File: config.mk
export PLATFORM = sky130hd
export DESIGN_NAME = wear_leveled_seed_counter_top_flat
export DESIGN_NICKNAME = d
export VERILOG_FILES = /design/src/rtl/core/wlsc_pkg.sv /design/src/rtl/core/wlsc_ifs.sv /design/src/rtl/core/wear_leveled_seed_counter_top.sv /design/src/flat_wrapper.sv
export SDC_FILE = /design/constraint.sdc
export NUM_CORES = 1
export LEC_CHECK = 0
export CAP_MARGIN = 20
export CORE_MARGIN = 2
export CORE_UTILIZATION = 40
export CTS_BUF_LIST = sky130_fd_sc_hd__clkbuf_4 sky130_fd_sc_hd__clkbuf_8
export DETAILED_ROUTE_END_ITERATION = 8
export DONT_BUFFER_PORTS = 1
export PLACE_DENSITY_LB_ADDON = 0.25
export REMOVE_ABC_BUFFERS = 1
export SETUP_SLACK_MARGIN = 0.4
export SLEW_MARGIN = 10
export SYNTH_ARGS = -nofsm -noshare
export SYNTH_HDL_FRONTEND = slang
export SYNTH_SLANG_ARGS = --single-unit
File: constraint.sdc
create_clock -name clk -period 6.3 [get_ports clk]
set_input_delay 0.315 -clock clk [delete_from_list [all_inputs] [get_ports clk]]
set_output_delay 0.315 -clock clk [all_outputs]
set_load 0.005 [all_outputs]
File: src/rtl/core/wlsc_pkg.sv
// Shared types and constants for the wear-leveled seed counter.
`default_nettype none

package wlsc_pkg;

    localparam int SLOTS      = 8;
    localparam int SLOT_W     = (SLOTS > 1) ? $clog2(SLOTS) : 1;
    localparam int WORD_W     = 32;
    localparam int SLOT_IDX_W = 3;

    localparam logic [SLOT_W-1:0] SLOT_LAST = SLOT_W'(SLOTS - 1);

    typedef enum logic
    {
        OP_DRAW    = 1'b0,
        OP_PRELOAD = 1'b1
    } op_t;

    typedef enum logic [1:0]
    {
        ST_IDLE,
        ST_SCAN,
        ST_WRITE
    } state_t;

endpackage : wlsc_pkg

`default_nettype wire

File: src/rtl/core/wlsc_ifs.sv
// Handshake interfaces for the request and response words.
`default_nettype none

interface wlsc_req_if;
    logic                              valid;
    logic                              ready;
    wlsc_pkg::op_t                     op;
    logic [wlsc_pkg::SLOT_IDX_W-1:0]   slot_index;
    logic [wlsc_pkg::WORD_W-1:0]       slot_value;

    modport source (output valid, op, slot_index, slot_value, input ready);
    modport sink   (input valid, op, slot_index, slot_value, output ready);
endinterface : wlsc_req_if

interface wlsc_rsp_if;
    logic                              valid;
    logic                              ready;
    logic [wlsc_pkg::WORD_W-1:0]       seed;
    logic [wlsc_pkg::SLOT_IDX_W-1:0]   written_slot;

    modport source (output valid, seed, written_slot, input ready);
    modport sink   (input valid, seed, written_slot, output ready);
endinterface : wlsc_rsp_if

`default_nettype wire

File: src/rtl/core/wear_leveled_seed_counter_top.sv
// Wear-leveled seed counter: slot ring in memory, scan, write back one slot per draw.
`default_nettype none

// A preload word writes its slot directly; indices past the ring are dropped.
// A draw reads from 2 to SLOTS slots, until the run breaks: the slot memory
// has a single read port and is scanned one word per cycle from slot 0, then
// the chosen slot is written once. A new request is taken once the previous
// one has finished its write; a finished seed waits in the output register
// without holding off preloads. Slots read as all ones until first written,
// tracked by per-slot valid bits, so no clearing pass follows reset.
module wear_leveled_seed_counter_top
(
    input  wire logic   clk,
    input  wire logic   rst_n,
    wlsc_req_if.sink    req,
    wlsc_rsp_if.source  rsp
);
    import wlsc_pkg::*;

    logic [WORD_W-1:0] mem [SLOTS];
    logic [SLOTS-1:0]  vld_reg;

    state_t            state_reg, state_next;
    logic [SLOT_W-1:0] cnt_reg, cnt_next;
    logic [WORD_W-1:0] expect_reg, expect_next;
    logic [WORD_W-1:0] wr_val_reg, wr_val_next;
    logic [SLOT_W-1:0] wr_pos_reg, wr_pos_next;
    logic [WORD_W-1:0] rd_data_reg;
    logic              rd_vld_reg;
    logic              out_valid_reg, out_valid_next;
    logic [WORD_W-1:0] seed_reg, seed_next;
    logic [SLOT_IDX_W-1:0] slot_reg, slot_next;

    logic              rd_en;
    logic [SLOT_W-1:0] rd_addr;
    logic              wr_en;
    logic [SLOT_W-1:0] wr_addr;
    logic [WORD_W-1:0] wr_data;
    logic [WORD_W-1:0] cur;
    logic [WORD_W-1:0] exp1;
    logic              accept;
    logic              preload_hit;
    logic              out_free;

    assign accept      = req.valid && req.ready;
    assign preload_hit = ({{(WORD_W-SLOT_IDX_W){1'b0}}, req.slot_index} < WORD_W'(SLOTS));
    assign cur         = rd_vld_reg ? rd_data_reg : '1;
    assign exp1        = expect_reg + WORD_W'(1);
    assign out_free    = !out_valid_reg || rsp.ready;

    // next state
    always_comb
    begin
        state_next = state_reg;
        case (state_reg)
            ST_IDLE:
            begin
                if (req.valid && req.op == OP_DRAW)
                    state_next = ST_SCAN;
            end
            ST_SCAN:
            begin
                if (cnt_reg != '0 && (cur != exp1 || cnt_reg == SLOT_LAST))
                    state_next = ST_WRITE;
            end
            ST_WRITE:
            begin
                if (out_free)
                    state_next = ST_IDLE;
            end
            default:
            begin
                state_next = ST_IDLE;
            end
        endcase
    end

    // outputs and datapath
    always_comb
    begin
        req.ready      = (state_reg == ST_IDLE);
        cnt_next       = cnt_reg;
        expect_next    = expect_reg;
        wr_val_next    = wr_val_reg;
        wr_pos_next    = wr_pos_reg;
        out_valid_next = out_valid_reg && !rsp.ready;
        seed_next      = seed_reg;
        slot_next      = slot_reg;
        rd_en          = 1'b0;
        rd_addr        = '0;
        wr_en          = 1'b0;
        wr_addr        = SLOT_W'(req.slot_index);
        wr_data        = req.slot_value;
        case (state_reg)
            ST_IDLE:
            begin
                cnt_next = '0;
                rd_en    = 1'b1;
                if (accept && req.op == OP_PRELOAD && preload_hit)
                    wr_en = 1'b1;
            end
            ST_SCAN:
            begin
                rd_addr = cnt_reg + SLOT_W'(1);
                if (cnt_reg == '0)
                begin
                    expect_next = cur;
                    cnt_next    = cnt_reg + SLOT_W'(1);
                    rd_en       = 1'b1;
                end
                else if (cur != exp1)
                begin
                    wr_val_next = exp1;
                    wr_pos_next = cnt_reg;
                end
                else if (cnt_reg == SLOT_LAST)
                begin
                    wr_val_next = exp1 + WORD_W'(1);
                    wr_pos_next = '0;
                end
                else
                begin
                    expect_next = exp1;
                    cnt_next    = cnt_reg + SLOT_W'(1);
                    rd_en       = 1'b1;
                end
            end
            ST_WRITE:
            begin
                wr_addr = wr_pos_reg;
                wr_data = wr_val_reg;
                if (out_free)
                begin
                    wr_en          = 1'b1;
                    out_valid_next = 1'b1;
                    seed_next      = wr_val_reg;
                    slot_next      = SLOT_IDX_W'(wr_pos_reg);
                end
            end
            default:
            begin
                cnt_next = '0;
            end
        endcase
    end

    assign rsp.valid        = out_valid_reg;
    assign rsp.seed         = seed_reg;
    assign rsp.written_slot = slot_reg;

    always_ff @(posedge clk or negedge rst_n)
    begin
        if (!rst_n)
        begin
            state_reg     <= ST_IDLE;
            out_valid_reg <= 1'b0;
            vld_reg       <= '0;
        end
        else
        begin
            state_reg     <= state_next;
            out_valid_reg <= out_valid_next;
            if (wr_en)
                vld_reg[wr_addr] <= 1'b1;
        end
    end

    always_ff @(posedge clk)
    begin
        cnt_reg    <= cnt_next;
        expect_reg <= expect_next;
        wr_val_reg <= wr_val_next;
        wr_pos_reg <= wr_pos_next;
        seed_reg   <= seed_next;
        slot_reg   <= slot_next;
    end

    // slot memory: one write, one registered read per cycle
    always_ff @(posedge clk)
    begin
        if (wr_en)
            mem[wr_addr] <= wr_data;
        if (rd_en)
        begin
            rd_data_reg <= mem[rd_addr];
            rd_vld_reg  <= vld_reg[rd_addr];
        end
    end

endmodule : wear_leveled_seed_counter_top

`default_nettype wire

File: src/flat_wrapper.sv
// flat-port wrapper written by rule: the top's interface ports become plain ports
module wear_leveled_seed_counter_top_flat import wlsc_pkg::*;
  (clk, rst_n, req_valid, req_op, req_slot_index, req_slot_value, req_ready, rsp_valid, rsp_seed, rsp_written_slot, rsp_ready);
  wlsc_req_if req_i ();
  wlsc_rsp_if rsp_i ();
  input  wire logic clk;
  input  wire logic rst_n;
  input wire logic [$bits(req_i.valid)-1:0] req_valid;
  input wire logic [$bits(req_i.op)-1:0] req_op;
  input wire logic [$bits(req_i.slot_index)-1:0] req_slot_index;
  input wire logic [$bits(req_i.slot_value)-1:0] req_slot_value;
  output wire logic [$bits(req_i.ready)-1:0] req_ready;
  output wire logic [$bits(rsp_i.valid)-1:0] rsp_valid;
  output wire logic [$bits(rsp_i.seed)-1:0] rsp_seed;
  output wire logic [$bits(rsp_i.written_slot)-1:0] rsp_written_slot;
  input wire logic [$bits(rsp_i.ready)-1:0] rsp_ready;
  assign req_i.valid = req_valid;
  assign req_i.op = req_op;
  assign req_i.slot_index = req_slot_index;
  assign req_i.slot_value = req_slot_value;
  assign req_ready = req_i.ready;
  assign rsp_valid = rsp_i.valid;
  assign rsp_seed = rsp_i.seed;
  assign rsp_written_slot = rsp_i.written_slot;
  assign rsp_i.ready = rsp_ready;
  wear_leveled_seed_counter_top u_core (.clk(clk), .rst_n(rst_n), .req(req_i), .rsp(rsp_i));
endmodule
==> flow_summary.yaml, run 1 <==
outcome:
  outcome: "finished, final reports clean"
cells_and_area:
  syn2layout_area_growth_pct: 11.4
  final_common_cell: "edfxtp_1"
  nets: 1407
  drive_gt1_share_pct: 12.8
  final_cell_mix: "edfxtp_1, nand2_1, nor2_1, clkbuf_8, a31oi_1"
  fillers: 4022
  design_area_um2: 19700
  regMostFlops: "u_core.mem"
  n_antenna_cell: 0
  largest_reg_flops: 256
  seq_area_um2: 12100
  multi_input_area_um2: 5260
sta:
  worst_pin_slew_ns: 1.06
  fmax_mhz: 198
  worst_slack_ns: 1.24
  final.setup.tns_ns: 0
  setup_violations: 0
  finalWorstPathRequiredPeriod_ns: 5.06
  min_period_over_period_pct: 80.3
  hold_viol_final: 0
  report.final.slew_viol_count: 0
  relSlewSlack_pct: 28.5
  fin_skew_ns: 0.0288
  rsz0062_at_grt: "false"
critical_path:
  critPathCapture: "u_core.rd_data_reg[11]$_DFFE_PP_"
  rr_endpoint: "u_core.rd_data_reg[11]$_DFFE_PP_"
  cp_common_cell: "xnor2_1"
  critPathKind: "reg2reg"
  crit_start: "u_core.expect_reg[0]$_DFFE_PP_"
  timing.rr.start: "u_core.expect_reg[0]$_DFFE_PP_"
  crit_arrival_ns: 5.35
  worst-path-max-fanout: 18
  worstPathRequired_ns: 6.59
  cp_slowest_cell: "nor4_2"
  end_kind: "register"
  reg2reg_slack_ns: 1.24
  start_kind: "register"
  reg2reg_depth: 10
  path_cells: "nand3_2, nor4_2, nor4b_1, xnor2_1, xnor2_1, a31oi_1, a2111o_1, or3_1, a21oi_4, buf_12"
  cp_slowest_stage_delay_ns: 0.98
detailed_routing:
  wl_um: 44500
  routedWlPerCell_um: 22.2
  ant_nets: 0
  via_per_inst: 5.55
  dr.pass1.iters: 5
  vias: 11100
  drc: 0
  first_iter_violations: 958
clocking:
  clkSlewWorstSetupHoldPaths_ns: 0.06
  cts_buffers: 67
  cts_buffer_depth: 3
  htreeDepth: 3
  cts_num_sinks: 405
  cts-root-buf: "clkbuf_8"
  tritoncts: "built"
  clock_latency_ns: 0.61
  cts_resized: 0
placed_design:
  placed_cell_area_um2: 18400
  dp_hpwl_um: 27000
  post-place-ws_ns: 1.30
  portBuffers: 0
  gp_congestion: 0.925
yosys:
  seq_area_frac_synth_pct: 68.4
  synthArstFlopShare_pct: 2.72
  ys_ff_latch: 405
  syn_inst: 1356
  synth_warnings: 0
  synth_flop_cell: "edfxtp_1"
  synth-edff-count: 394
  syn_area_um2: 17700
  yosys.cell_types.count: 71
  syn_area_per_cell_um2: 13.1
die:
  core-area_um2: 43900
  start_util_pct: 40.3
  io_pins: 77
  placementRows: 77
  die_area_um2: 46000
  die_w_um: 214
  die_y_um: 214
run:
  maxCapViolCount: 0
hold_path:
  hp-class: "in2reg"
global_routing:
  antenna_found_initial: 0
  overflow: 0
  grt_max_degree: 69
  grt_pass1_wl_um: 67900
  first_global_vias: 11000
  track_usage_pct: 19.4
power_and_ir_drop:
  p_leak_nw: 6.26
  p_per_area_nw_per_um2: 471
  vdd_drop_max_mv: 0.273
==> synthesized netlist by cell type, drive strengths merged, types with 7 or more instances <==
cell	count	area share [%]
nand2b	14	0.49
nand4	15	0.53
o221ai	67	3.3
nor4	16	0.78
nor3	41	1.2
dfrtp	11	1.6
edfxtp	394	67
a211oi	36	1.6
and2	42	1.5
a31oi	70	2.5
mux2i	19	1.1
nand3	33	1.0
buf	23	0.61
clkbuf	70	1.5
or2	13	0.46
xor2	18	0.89
or4	7	0.32
xnor2	54	2.7
nor2	92	2.0
a21oi	28	0.79
inv	18	0.38
nand2	189	4.0
==> cells by family after synthesis <==
group                      after synthesis  synth area share (%)
muxes                                   22                  1.26
adders and majority gates                5                 0.353
and+or+nand+nor                        495                  13.6
buffers and inverters                  111                  2.48
DFF                                    405                  68.4
xor gates and xnor gates                74                  3.82
AOI/OAI and AO/OA                      244                  10.1
==> per-stage QoR <==
step           hold WS [ns]  std cells  power [W]  util, %
6_report             0.0569       2003    0.00930     44.9
5_1_grt              0.0654       2003    0.00984     44.9
4_1_cts              0.0217       2003    0.00941     44.9
3_5_place_dp         0.0202       1883    0.00708     41.9
3_3_place_gp         0.0202       1883    0.00706     41.9
2_1_floorplan        0.0194       1263    0.00598        -
==> worst max-delay path: cells and delay by family (launching register included) <==
family / cells / cell delay, ns
compound gates: 3 / 1.19
xor+xnor: 2 / 0.50
buf+inv: 1 / 0.24
flops: 1 / 0.56
simple gates: 4 / 2.20
==> final cells by class <==
class / instances / area share, %
multi-input cells: 840 / 26.7
clock inverters: 23 / 0.774
flip-flops and latches: 405 / 61.4
well taps: 592 / 3.75
clock buffers: 95 / 5.87
inverters: 18 / 0.342
repair buffers: 30 / 1.23
==> layer usage <==
metal  share of wire [%]  track usage [%]
met5                   0                0
met4                 2.0             6.34
met3                 5.0             3.33
met2                  46             30.1
met1                  47             27.8
==> repair_timing <==
item	in CTS	in global routing
hold endpoints to repair	12	0
hold buffers	2	0
buffers inserted	0	0
==> power by group <==
part	internal (W)	switching [W]
combinational	0.000853	0.00197
clock	0.00126	0.00103
sequential	0.00387	0.000317
total	0.00598	0.00332
==> worst min-delay path by stage <==
| stage | from | slack (ns) | to | cells after the start |
|---|---|---|---|---|
| 3_5_place_dp | rst_n | 0.02 | u_core.vld_reg[5]$_DFFE_PN0P_ | 0 |
| 2_1_floorplan | rst_n | 0.02 | u_core.rsp.valid$_DFF_PN0_ | 0 |
| 4_1_cts | req_slot_value[14] | 0.02 | u_core.mem[7][14]$_DFFE_PP_ | 2 |
| 6_report | req_slot_value[14] | 0.06 | u_core.mem[4][14]$_DFFE_PP_ | 2 |
| 3_3_place_gp | rst_n | 0.02 | u_core.rsp.valid$_DFF_PN0_ | 0 |
| 5_1_grt | rsp_ready | 0.07 | u_core.rsp.valid$_DFF_PN0_ | 2 |
Power figures use the tool's default switching activity.
==> inputs of run 2 (changes only) <==
Clock period 6.3 ns to 5.1 ns, I/O delays scaled along.
==> flow_summary.yaml, run 2 (synthesis gave the netlist of run 1 again) <==
placed_design:
  post-place-ws_ns: 0.639
  gp_congestion: 0.928
  placed_cell_area_um2: 18500
  dpl.cell_count: 1895
  portBuffers: 0
  dp_hpwl_um: 27200
clocking:
  cts_buffer_depth: 3
  clock_latency_ns: 0.61
  cts_buffers: 66
  htreeDepth: 3
  clkSlewWorstSetupHoldPaths_ns: 0.06
  cts_num_sinks: 405
  tritoncts: "built"
  cts-root-buf: "clkbuf_8"
cells_and_area:
  regMostFlops: "u_core.mem"
  drive_gt1_share_pct: 13.3
  final_common_cell: "edfxtp_1"
  design_area_um2: 20100
  fin_util_pct: 45.7
  syn2layout_area_growth_pct: 13.3
  final_cell_mix: "edfxtp_1, nand2_1, nor2_1, a31oi_1, clkbuf_8"
  n_antenna_cell: 0
  nets: 1446
  layout.cells.non_filler: 2039
  largest_reg_flops: 256
global_routing:
  overflow: 0
  track_usage_pct: 19.5
  grtUsageMet1_pct: 27.6
  first_global_vias: 11200
  grt.busiest_layer: "met2"
  grt_pass1_wl_um: 68300
  grt_util_met2_pct: 30.7
  grt_max_degree: 69
  grtUsageMet3_pct: 3.57
  antenna_found_initial: 0
detailed_routing:
  via_per_inst: 5.49
  routedWlPerCell_um: 22.0
  drc: 0
  wl_um: 44800
  ant_nets: 0
  dr.pass1.iters: 7
  first_iter_violations: 813
  vias: 11200
critical_path:
  reg2reg_slack_ns: 0.65
  end_kind: "register"
  crit_arrival_ns: 4.72
  critPathKind: "reg2reg"
  worst-path-max-fanout: 33
  start_kind: "register"
  worstPathRequired_ns: 5.37
die:
  die_w_um: 214
  core-area_um2: 43900
  io_pins: 77
  placementRows: 77
  start_util_pct: 40.3
  die_area_um2: 46000
  die_y_um: 214
sta:
  final.setup.tns_ns: 0
  fmax_mhz: 225
  worst_slack_ns: 0.648
  report.final.slew_viol_count: 0
  finalWorstPathRequiredPeriod_ns: 4.45
  relSlewSlack_pct: 29.4
  setup_violations: 0
  fin_skew_ns: 0.0343
  hold_viol_final: 0
  min_period_over_period_pct: 87.3
  rsz0062_at_grt: "false"
  worst_pin_slew_ns: 1.06
power_and_ir_drop:
  vdd_drop_max_mv: 0.276
  p_leak_nw: 6.41
  p_per_area_nw_per_um2: 573
hold_path:
  hp-class: "in2reg"
outcome:
  outcome: "finished, final reports clean"
run:
  maxCapViolCount: 0
[run 2: power breakdown]
part / leakage [nW] / internal (W) / switching [W] / total, W
Sequential: 3.73 / 0.00477 / 0.000378 / 0.00515
Combinational: 2.03 / 0.00112 / 0.00250 / 0.00361
Clock: 0.658 / 0.00148 / 0.00125 / 0.00272
Total: 6.41 / 0.00737 / 0.00412 / 0.0115
[run 2: layout make-up]
cell class | instances | area [µm²]
multi-input combinational | 840 | 5270
inverter | 18 | 67.6
fill | 3994 | 23900
clock inverter | 28 | 179
timing repair buffer | 70 | 628
clock buffer | 86 | 1080
sequential | 405 | 12100
tap | 592 | 741
[run 2: worst max-delay path, cell delays in order (launching register included)]
cell and delay, ns:
edfxtp_1 0.52, ha_1 0.28, nand4_1 0.25, or4_1 0.68
o21ai_0 0.30, and2_1 0.30, o221a_2 0.22, o2111ai_1 0.11
or4_1 0.44, or3_1 0.41, buf_4 0.19, a21oi_4 0.15
buf_12 0.25
[run 2: repair_timing]
action | 4_1_cts | 5_1_grt
buffers inserted | 0 | 4
endpoints found under the setup margin | 0 | 100
endpoints found under the hold margin | 185 | 0
hold buffers | 26 | 0
resized for setup | 0 | 1
[run 2: worst paths after layout]
path                                                     start  cells after the start                                to
worst max-delay path            u_core.expect_reg[0]$_DFFE_PP_                     12  u_core.rd_data_reg[28]$_DFFE_PP_
worst min-delay path                        req_slot_value[10]                      2       u_core.mem[5][10]$_DFFE_PP_
worst max register to register  u_core.expect_reg[0]$_DFFE_PP_                     12  u_core.rd_data_reg[28]$_DFFE_PP_
worst min register to register   u_core.vld_reg[5]$_DFFE_PN0P_                      1     u_core.vld_reg[5]$_DFFE_PN0P_
max in group asynchronous                                rst_n                      1     u_core.vld_reg[5]$_DFFE_PN0P_
min in group asynchronous                                rst_n                      1     u_core.vld_reg[1]$_DFFE_PN0P_
[run 2: layer usage]
layer / up-vias / share of wire, %
met3: 55 / 5.0
met2: 352 / 47
met1: 5527 / 46
met5: - / 0
met4: 0 / 1.8
li1: 5265 / -
[run 2: per-stage QoR]
stage / power, W / hold slack, ns
after floorplan: 0.00738 / -0.0406
after global placement: 0.00877 / -0.0401
after detailed placement: 0.00880 / -0.0400
after CTS: 0.0116 / 0.000835
after global routing: 0.0122 / 0.0158
final: 0.0115 / 0.0467
==> inputs of run 3 (changes only) <==
Settings changed: CELL_PAD_IN_SITES_DETAIL_PLACEMENT set to 1, CELL_PAD_IN_SITES_GLOBAL_PLACEMENT set to 1.
==> flow_summary.yaml, run 3 (synthesis gave the netlist of run 1 again) <==
outcome:
  outcome: "finished, final reports clean"
die:
  start_util_pct: 40.3
  die_w_um: 214
  die_y_um: 214
  placementRows: 77
  die_area_um2: 46000
  core-area_um2: 43900
  io_pins: 77
cells_and_area:
  fillers: 4499
  largest_reg_flops: 256
  seq_area_um2: 12100
  nets: 1444
  multi_input_area_um2: 5270
  syn2layout_area_growth_pct: 14.1
  drive_gt1_share_pct: 13.4
  n_antenna_cell: 0
  regMostFlops: "u_core.mem"
  design_area_um2: 20200
  final_cell_mix: "edfxtp_1, nand2_1, nor2_1, a31oi_1, clkbuf_8"
  final_common_cell: "edfxtp_1"
critical_path:
  crit_arrival_ns: 4.70
  crit_start: "u_core.expect_reg[10]$_DFFE_PP_"
  worstPathRequired_ns: 5.38
  timing.rr.start: "u_core.expect_reg[10]$_DFFE_PP_"
  critPathCapture: "u_core.expect_reg[30]$_DFFE_PP_"
  path_buf_inv: 1
  cp_slowest_cell: "edfxtp_1"
  reg2reg_depth: 10
  cp_slowest_stage_delay_ns: 0.59
  cp.depth: 10
  critPathKind: "reg2reg"
  worst-path-max-fanout: 24
  cp_common_cell: "or4_1"
  reg2reg_slack_ns: 0.69
  rr_endpoint: "u_core.expect_reg[30]$_DFFE_PP_"
  start_kind: "register"
  path_cells: "nand2_1, or4_1, or4_4, and2_4, or4_1, o22a_1, a2111o_1, or3_1, a21oi_4, buf_6"
  crit_family: "simple AND/OR/NAND/NOR gates"
  end_kind: "register"
clocking:
  cts_buffers: 68
  cts_num_sinks: 405
  clkSlewWorstSetupHoldPaths_ns: 0.06
  htreeDepth: 3
  cts_buffer_depth: 3
  cts-root-buf: "clkbuf_8"
  tritoncts: "built"
  clock_latency_ns: 0.62
detailed_routing:
  dr.pass1.iters: 5
  vias: 11400
  top_layer_used: "met5"
  routedWlPerCell_um: 23.3
  wl_met1_um: 22100
  wl_met3_um: 1930
  drc: 0
  via_per_inst: 5.59
  ant_nets: 0
  wl_um: 47500
  dr_wl_met2_um: 22500
  first_iter_violations: 850
placed_design:
  portBuffers: 0
  dp_hpwl_um: 28800
  gp_congestion: 0.929
  placed_cell_area_um2: 18500
sta:
  whs_ns: 0.0362
  rsz0062_at_grt: "false"
  report.final.slew_viol_count: 0
  min_period_over_period_pct: 86.5
  finalWorstPathRequiredPeriod_ns: 4.41
  fin_skew_ns: 0.0367
  setup_violations: 0
  worst_pin_slew_ns: 0.908
  hold_viol_final: 0
  relSlewSlack_pct: 39.5
  fmax_mhz: 227
hold_path:
  hp-class: "in2reg"
  worst_hold_startpoint: "rsp_ready"
power_and_ir_drop:
  p_leak_nw: 6.47
  vdd_drop_max_mv: 0.403
  p_per_area_nw_per_um2: 586
global_routing:
  first_global_vias: 11800
  track_usage_pct: 21.0
  antenna_found_initial: 1
  overflow: 0
  grt_max_degree: 134
  grt_pass1_wl_um: 73400
run:
  maxCapViolCount: 0
run 3: cell types whose count changed in the layout (fill, tap and decap cells not counted), moves of 2 or more:
cell / delta
inv_6: +4
dlygate4sd3_1: +2
buf_4: -8
bufinv_16: +3
clkinv_1: -2
run 3: repair_timing:
item                                   in CTS  in global routing
setup endpoints to repair                   0                 62
resized for setup                           0                  2
hold buffers                               28                  0
endpoints found under the hold margin     208                  0
setup buffers                               0                  3
run 3: worst min path at each step:
stage | end | slack [ns] | cells past startpoint
after CTS | u_core.mem[5][8]$_DFFE_PP_ | 0.0007 | 2
after global routing | u_core.state_reg[1]$_DFFE_PN0P_ | 0.04 | 2
after floorplan | u_core.rsp.valid$_DFF_PN0_ | -0.04 | 0
after global placement | u_core.rsp.valid$_DFF_PN0_ | -0.04 | 0
final | u_core.state_reg[1]$_DFFE_PN0P_ | 0.04 | 2
after detailed placement | u_core.rsp.valid$_DFF_PN0_ | -0.04 | 0
run 3: through the flow:
step	power [W]	util (%)	TNS (ns)	worst slack [ns]	instances
global route	0.0125	46.0	0	0.431	2042
detailed placement	0.00890	42.1	0	0.508	1890
floorplan	0.00738	-	-134.90	-1.06	1263
CTS	0.0120	45.9	0	0.453	2039
global placement	0.00880	42.1	0	0.584	1890
finish	0.0118	46.0	0	0.687	2042
run 3: report_power, final:
| group | internal [W] | leakage (nW) | total (W) | switching (W) |
|---|---|---|---|---|
| logic | 0.00112 | 2.02 | 0.00367 | 0.00256 |
| clock network | 0.00168 | 0.723 | 0.00299 | 0.00132 |
| registers | 0.00477 | 3.73 | 0.00517 | 0.000395 |
run 3: cell type report:
type | count | share of cell area, %
Clock buffer | 88 | 5.44
Clock inverter | 33 | 1.48
Inverter | 18 | 0.334
Multi-Input combinational cell | 840 | 26.1
Sequential cell | 405 | 59.9
Tap cell | 592 | 3.67
Timing Repair Buffer | 66 | 3.07
run 3: worst reg2reg max path, cell delays in order (launching register included):
cell and delay, ns:
edfxtp_1 0.59, nand2_1 0.17, or4_1 0.59, or4_4 0.52, and2_4 0.20, or4_1 0.40
o22a_1 0.22, a2111o_1 0.41, or3_1 0.49, a21oi_4 0.21, buf_6 0.27
run 3: per-layer routing:
layer	track usage [%]	vias to the layer above
li1	-	5274
met1	29.3	5828
met2	33.7	245
met3	3.53	62
met4	6.46	2
met5	0	-
